File: config.mk
export PLATFORM = sky130hd
export DESIGN_NAME = signed_int_to_decimal_ascii
export DESIGN_NICKNAME = d
export VERILOG_FILES = /design/src/design/s2dec_pkg.sv /design/src/design/signed_int_to_decimal_ascii.sv
export SDC_FILE = /design/constraint.sdc
export NUM_CORES = 1
export LEC_CHECK = 0
export ABC_AREA = 1
export ABC_CLOCK_PERIOD_IN_PS = 9700
export BUFFER_PORTS_ARGS = -buffer_cell sky130_fd_sc_hd__buf_4
export CORE_MARGIN = 2
export CORE_UTILIZATION = 59
export CTS_CLUSTER_DIAMETER = 50
export DETAILED_ROUTE_END_ITERATION = 16
export GPL_TIMING_DRIVEN = 1
export PLACE_DENSITY = 0.88
export SETUP_SLACK_MARGIN = 0.1
export SLEW_MARGIN = 30
export SYNTH_ARGS = -nofsm -noshare
export SYNTH_HDL_FRONTEND = slang
export SYNTH_SLANG_ARGS = --single-unit
File: constraint.sdc
create_clock -name clk -period 9.7 [get_ports clk]
set_clock_uncertainty 0.1 [all_clocks]
set_input_delay 0.485 -clock clk [delete_from_list [all_inputs] [get_ports clk]]
set_output_delay 0.485 -clock clk [all_outputs]
set_load 0.05 [all_outputs]
File: src/design/s2dec_pkg.sv
// ----------------------------------------------------------------------------
// s2dec_pkg: shared constants for the signed integer to decimal text block
// Character codes, field widths and digit counts used by the converter.
// ----------------------------------------------------------------------------
package s2dec_pkg;

  localparam int unsigned VALUE_W  = 32;
  localparam int unsigned CHAR_W   = 8;
  localparam int unsigned DIGITS   = 10;
  localparam int unsigned BCD_W    = 4 * DIGITS;
  localparam int unsigned BITCNT_W = $clog2(VALUE_W);
  localparam int unsigned LEFT_W   = $clog2(DIGITS + 1);

  localparam logic [CHAR_W-1:0] ASCII_ZERO  = 8'h30;
  localparam logic [CHAR_W-1:0] ASCII_NINE  = 8'h39;
  localparam logic [CHAR_W-1:0] ASCII_MINUS = 8'h2D;

  typedef logic [BCD_W-1:0] bcd_t;

endpackage

File: src/design/signed_int_to_decimal_ascii.sv
// ----------------------------------------------------------------------------
// signed_int_to_decimal_ascii: signed 32-bit integer to decimal ASCII text
// Converts the magnitude to BCD one bit per cycle (shift and add-3), then
// sends the characters out one per cycle, most significant first.
// ----------------------------------------------------------------------------
//  channel   ports                                 handshake
//  request   start, busy, in_value[31:0]           taken when start && !busy
//  result    out_valid, out_text_char[7:0],        one-cycle strobe per char
//            out_last_char
//
//  After acceptance busy stays high through the bit-serial BCD conversion,
//  the dropping of the Z leading zeros and the move on to the digits, and the
//  sending of the D digits (D + Z = 10); a new request is taken only once busy
//  has dropped. A leading '-' goes out in the cycle after acceptance. busy is
//  high from acceptance until the last character is registered. Reset is
//  synchronous and active low and clears the control state only. The receiver
//  cannot stall: every strobed character must be taken.
// ----------------------------------------------------------------------------
module signed_int_to_decimal_ascii (
  input  logic                                clk,
  input  logic                                rst_n,
  input  logic                                start,
  output logic                                busy,
  input  logic signed [s2dec_pkg::VALUE_W-1:0] in_value,
  output logic                                out_valid,
  output logic        [s2dec_pkg::CHAR_W-1:0]  out_text_char,
  output logic                                out_last_char
);

  typedef enum logic [1:0] {
    ST_IDLE,
    ST_CONV,
    ST_SKIP,
    ST_EMIT
  } state_t;

  state_t                           state_r, state_nxt;
  logic [s2dec_pkg::VALUE_W-1:0]    mag_r, mag_nxt;
  s2dec_pkg::bcd_t                  bcd_r, bcd_nxt;
  logic [s2dec_pkg::BITCNT_W-1:0]   bitcnt_r, bitcnt_nxt;
  logic [s2dec_pkg::LEFT_W-1:0]     left_r, left_nxt;
  logic                             valid_r, valid_nxt;
  logic [s2dec_pkg::CHAR_W-1:0]     char_r, char_nxt;
  logic                             last_r, last_nxt;

  s2dec_pkg::bcd_t                  bcd_adj;
  logic [3:0]                       top_digit;

  // Add 3 to every BCD digit of five or more before the next shift.
  always_comb begin
    for (int i = 0; i < int'(s2dec_pkg::DIGITS); i++) begin
      if (bcd_r[4*i +: 4] >= 4'd5) begin
        bcd_adj[4*i +: 4] = bcd_r[4*i +: 4] + 4'd3;
      end else begin
        bcd_adj[4*i +: 4] = bcd_r[4*i +: 4];
      end
    end
  end

  assign top_digit = bcd_r[s2dec_pkg::BCD_W-1 -: 4];

  always_comb begin
    state_nxt  = state_r;
    mag_nxt    = mag_r;
    bcd_nxt    = bcd_r;
    bitcnt_nxt = bitcnt_r;
    left_nxt   = left_r;
    valid_nxt  = 1'b0;
    char_nxt   = char_r;
    last_nxt   = last_r;

    unique case (state_r)
      ST_IDLE: begin
        if (start) begin
          if (in_value[s2dec_pkg::VALUE_W-1]) begin
            mag_nxt   = -in_value;
            valid_nxt = 1'b1;
            char_nxt  = s2dec_pkg::ASCII_MINUS;
            last_nxt  = 1'b0;
          end else begin
            mag_nxt = in_value;
          end
          bcd_nxt    = '0;
          bitcnt_nxt = '0;
          left_nxt   = s2dec_pkg::LEFT_W'(s2dec_pkg::DIGITS);
          state_nxt  = ST_CONV;
        end
      end
      ST_CONV: begin
        bcd_nxt    = {bcd_adj[s2dec_pkg::BCD_W-2:0], mag_r[s2dec_pkg::VALUE_W-1]};
        mag_nxt    = {mag_r[s2dec_pkg::VALUE_W-2:0], 1'b0};
        bitcnt_nxt = bitcnt_r + 1'b1;
        if (bitcnt_r == s2dec_pkg::BITCNT_W'(s2dec_pkg::VALUE_W - 1)) begin
          state_nxt = ST_SKIP;
        end
      end
      ST_SKIP: begin
        // Leading zeros are dropped, but the units digit always goes out.
        if (top_digit == 4'd0 && left_r != s2dec_pkg::LEFT_W'(1)) begin
          bcd_nxt  = {bcd_r[s2dec_pkg::BCD_W-5:0], 4'd0};
          left_nxt = left_r - 1'b1;
        end else begin
          state_nxt = ST_EMIT;
        end
      end
      ST_EMIT: begin
        valid_nxt = 1'b1;
        char_nxt  = s2dec_pkg::ASCII_ZERO + {4'd0, top_digit};
        last_nxt  = (left_r == s2dec_pkg::LEFT_W'(1));
        bcd_nxt   = {bcd_r[s2dec_pkg::BCD_W-5:0], 4'd0};
        left_nxt  = left_r - 1'b1;
        if (left_r == s2dec_pkg::LEFT_W'(1)) begin
          state_nxt = ST_IDLE;
        end
      end
      default: state_nxt = ST_IDLE;
    endcase
  end

  always_ff @(posedge clk) begin
    if (!rst_n) begin
      state_r <= ST_IDLE;
      valid_r <= 1'b0;
    end else begin
      state_r <= state_nxt;
      valid_r <= valid_nxt;
    end
    mag_r    <= mag_nxt;
    bcd_r    <= bcd_nxt;
    bitcnt_r <= bitcnt_nxt;
    left_r   <= left_nxt;
    char_r   <= char_nxt;
    last_r   <= last_nxt;
  end

  assign busy          = (state_r != ST_IDLE);
  assign out_valid     = valid_r;
  assign out_text_char = char_r;
  assign out_last_char = last_r;

  a_char_range: assert property (@(posedge clk) disable iff (!rst_n)
    out_valid |-> (out_text_char == s2dec_pkg::ASCII_MINUS) ||
                  ((out_text_char >= s2dec_pkg::ASCII_ZERO) &&
                   (out_text_char <= s2dec_pkg::ASCII_NINE)))
    else $error("character outside '-' and '0'..'9'");

  a_minus_not_last: assert property (@(posedge clk) disable iff (!rst_n)
    (out_valid && out_text_char == s2dec_pkg::ASCII_MINUS) |-> !out_last_char)
    else $error("minus sign flagged as last character");

  a_accept_busy: assert property (@(posedge clk) disable iff (!rst_n)
    (start && !busy) |=> busy)
    else $error("accepted request did not raise busy");

  a_emit_strobe: assert property (@(posedge clk) disable iff (!rst_n)
    (state_r == ST_EMIT) |=> out_valid)
    else $error("digit emission without strobe");

  a_emit_count: assert property (@(posedge clk) disable iff (!rst_n)
    (state_r == ST_EMIT) |-> (left_r != '0))
    else $error("digit count underflow");

endmodule
==> metrics.md <==
| Metric | Value |
|---|---|
| Final Hold Fails | `0` |
| I/O Pins | `46` |
| Rows | `36` |
| Worst skew pair latency | `360 ps` |
| Clock buffer depth | `2` |
| Pwr/cell area | `roughly 270 nW/µm²` |
| Max-slew violations | `0` |
| Cell area after synthesis | `5750 µm²` |
| Synth area leader | `edfxtp_1` |
| Ys async rst share | `0%` |
| Yosys warning count | `0` |
| Die Height | `between 100 and 150 µm` |
| CP arrival | `between 3000 and 4000 ps` |
| Die Wd | `about 100 µm` |
| CTS tree | `yes` |
| DR DRC count | `0` |
| Fin crit period | `around 3200 ps` |
| Vias in the first global route | `between 4000 and 5000` |
| Highest Clock Rate | `a little over 300 MHz` |
| Peak supply drop | `between 0.0001 and 0.00015 V` |
| Port bufs | `between 40 and 50` |
| Run status | `finished, final reports clean` |
| Drt pass-1 iters | `5` |
| P_leak | `2.68 nW` |
| Worst slack at placement | `approximately 6000 ps` |
| CP Max Fanout | `43` |
| Worst setup EP type | `register` |
| Area share of the largest cell type after synthesis | `between 40% and 50%` |
| Final #Nets | `793` |
| Fillers | `722` |
| Placed Cells | `850` |
| Post-layout util | `between 60% and 70%` |
| Max-cap violations | `0` |
| Via-per-instance ratio | `between 5 and 6` |
| Routed len/inst | `around 15 µm` |
| Layout area overhead | `9.90%` |
| Area of placed instances | `6160 µm²` |
| Layout cell share with drive strength beyond 1 | `roughly an eighth` |
| Setup Fix Bufs, Post-CTS | `0` |
| RSZ-0062 raised after global routing | `no` |
| Syn avg cell area | `8.29 µm²` |
| Largest delay contributor family on the critical path | `buffers and inverters` |
| Die area | `approximately 11000 µm²` |
| Final period util | `approximately 33%` |
| Initial DRC count | `~380` |
| Crit-path cells | `inv_1 -> ha_2 -> inv_2 -> nor2_4 -> inv_2 -> o21ai_4 -> buf_16` |
| Setup TNS | `0 ps` |
| HPWL after DPL | `just over 9000 µm` |
| Pin count of the biggest net entering global routing | `between 40 and 50` |
| Worst-path clk slew | `80 ps` |
| Synth top area cells | `edfxtp_1 45%, nand2_1 9.6%, nor2_1 6.6%` |
| CTS sink cnt | `90` |
| Count of endpoints failing setup in the final report | `0` |
| Gr usage total | `between 20% and 30%` |
| Core area | `~9600 µm²` |
| Antenna viol nets, final | `0` |
| PnR worst setup slack | `about 6500 ps` |
| Buf/Inv on CP | `4` |
| DRT Wirelength | `~13000 µm` |
| Global-route wire length before repair | `a little over 20000 µm` |
| CP max stage delay | `570 ps` |
| Seq/Total Area, Yosys | `between 40% and 50%` |
| FF+latch count, synth | `90` |
| Synthesized instance count | `approximately 690` |
| Post-CTS Resized | `0` |
| Antenna diodes | `0` |
| TritonCTS buffer count | `9` |
| H-tree Lvls | `3` |
| CP Class | `register to register` |
| Classification of the worst-slack hold path | `input port to register` |
| CTS Root Cell | `clkbuf_8` |
| Area of the multi-input gates | `about 2600 µm²` |
| GPL Wtd Cong | `0.861` |
| DR vias | `around 5000` |
| Post-synth cell types | `40` |
| Slew at the pin closest to its max-slew limit | `803 ps` |
| Finished Cell Area | `6320 µm²` |
| Hold buffers post-CTS | `0` |
| Relative slew slack | `roughly 46%` |
| Post-synth EDFFs | `87` |
| Grt ovf | `0` |
| Fin cells | `865` |
| Register area | `2670 µm²` |
| CP required | `~9700 ps` |
| Type of origin of the critical path | `register` |
| Most common flop cell mapped by yosys | `edfxtp_1` |
| Initial antenna violation count | `0` |
| Crit path top cell by count | `inv_2` |
| Critical-path top delay cell | `nor2_4` |
| Initial cell density of the core | `about three fifths` |
## flip-flops by register name, indices dropped and copies added, names as in the netlist
| signal | cells |
|---|---|
| out_last_char | 1 |
| left_r | 4 |
| state_r | 2 |
| out_text_char | 5 |
| mag_r | 32 |
| out_valid | 1 |
| bcd_r | 40 |
| bitcnt_r | 5 |
## placed cells by master (no fill, tap or decap), types with 5 or more instances in the layout
cell,count
nand4_1,9
inv_2,5
xor2_1,9
nand2_1,146
o22ai_1,9
edfxtp_1,87
inv_1,86
buf_4,42
nor2_2,7
o32ai_1,15
a21oi_1,25
nor2_1,100
ha_1,29
clkbuf_8,9
o21ai_0,53
o211ai_1,10
nand3_1,43
## per-layer routing
layer	vias up	GRT usage, %	wire length, µm
li1	2398	-	-
met1	2311	33.1	5300
met2	203	41.5	6190
met3	20	4.00	894
met4	0	7.18	189
met5	-	0	0
## metrics by stage
stage	power, W	hold slack (ps)
3_3_place_gp	0.00142	407
4_1_cts	0.00171	288
2_1_floorplan	0.00129	390
3_5_place_dp	0.00150	413
5_1_grt	0.00185	306
6_report	0.00172	292
## area by class of cell
class / instances / share of cell area, %
Multi-Input combinational cell: 491 / 41.3
Inverter: 92 / 5.51
Tap cell: 133 / 2.63
Sequential cell: 90 / 42.3
Clock inverter: 3 / 0.277
Timing Repair Buffer: 44 / 5.86
Clock buffer: 12 / 2.14
## final timing paths
| check | depth (start not counted) | endpoint | slack (ps) | startpoint |
|---|---|---|---|---|
| hold reg to reg | 2 | mag_r[29] | 430 | mag_r[28] |
| hold / removal | 3 | state_r[1] | 290 | rst_n |
| setup / recovery | 7 | mag_r[27] | 6470 | state_r[1] |
| setup reg to reg | 7 | mag_r[27] | 6470 | state_r[1] |
## Yosys cell counts, drive strengths merged (10+ instances only)
cell type    n
ha          30
o21ai       57
edfxtp      87
o211ai      10
nor2       110
buf         18
a21oi       27
inv         92
o32ai       15
nand2      150
nand3       44
## logic make-up after synthesis
logic type / after synthesis / synth area share, %
and+or+nand+nor: 326 / 24.0
AOI/OAI and AO/OA: 122 / 12.7
buffers and inverters: 113 / 8.62
DFF: 90 / 46.5
adders and majority gates: 30 / 6.53
xor gates and xnor gates: 10 / 1.52
other: 2 / 0.131
## power by group
group / internal (W) / switching [W] / total (W)
sequential: 0.000676 / 0.000101 / 0.000777
clock: 0.0000912 / 0.000127 / 0.000218
combinational: 0.000231 / 0.000497 / 0.000728
total: 0.000998 / 0.000725 / 0.00172
## worst reg2reg max path, stage by stage (launching register included)
cell	delay (ps)
dfxtp_1	340
inv_1	110
ha_2	530
inv_2	440
nor2_4	570
inv_2	290
o21ai_4	330
buf_16	240
Power figures use the tool's default switching activity.
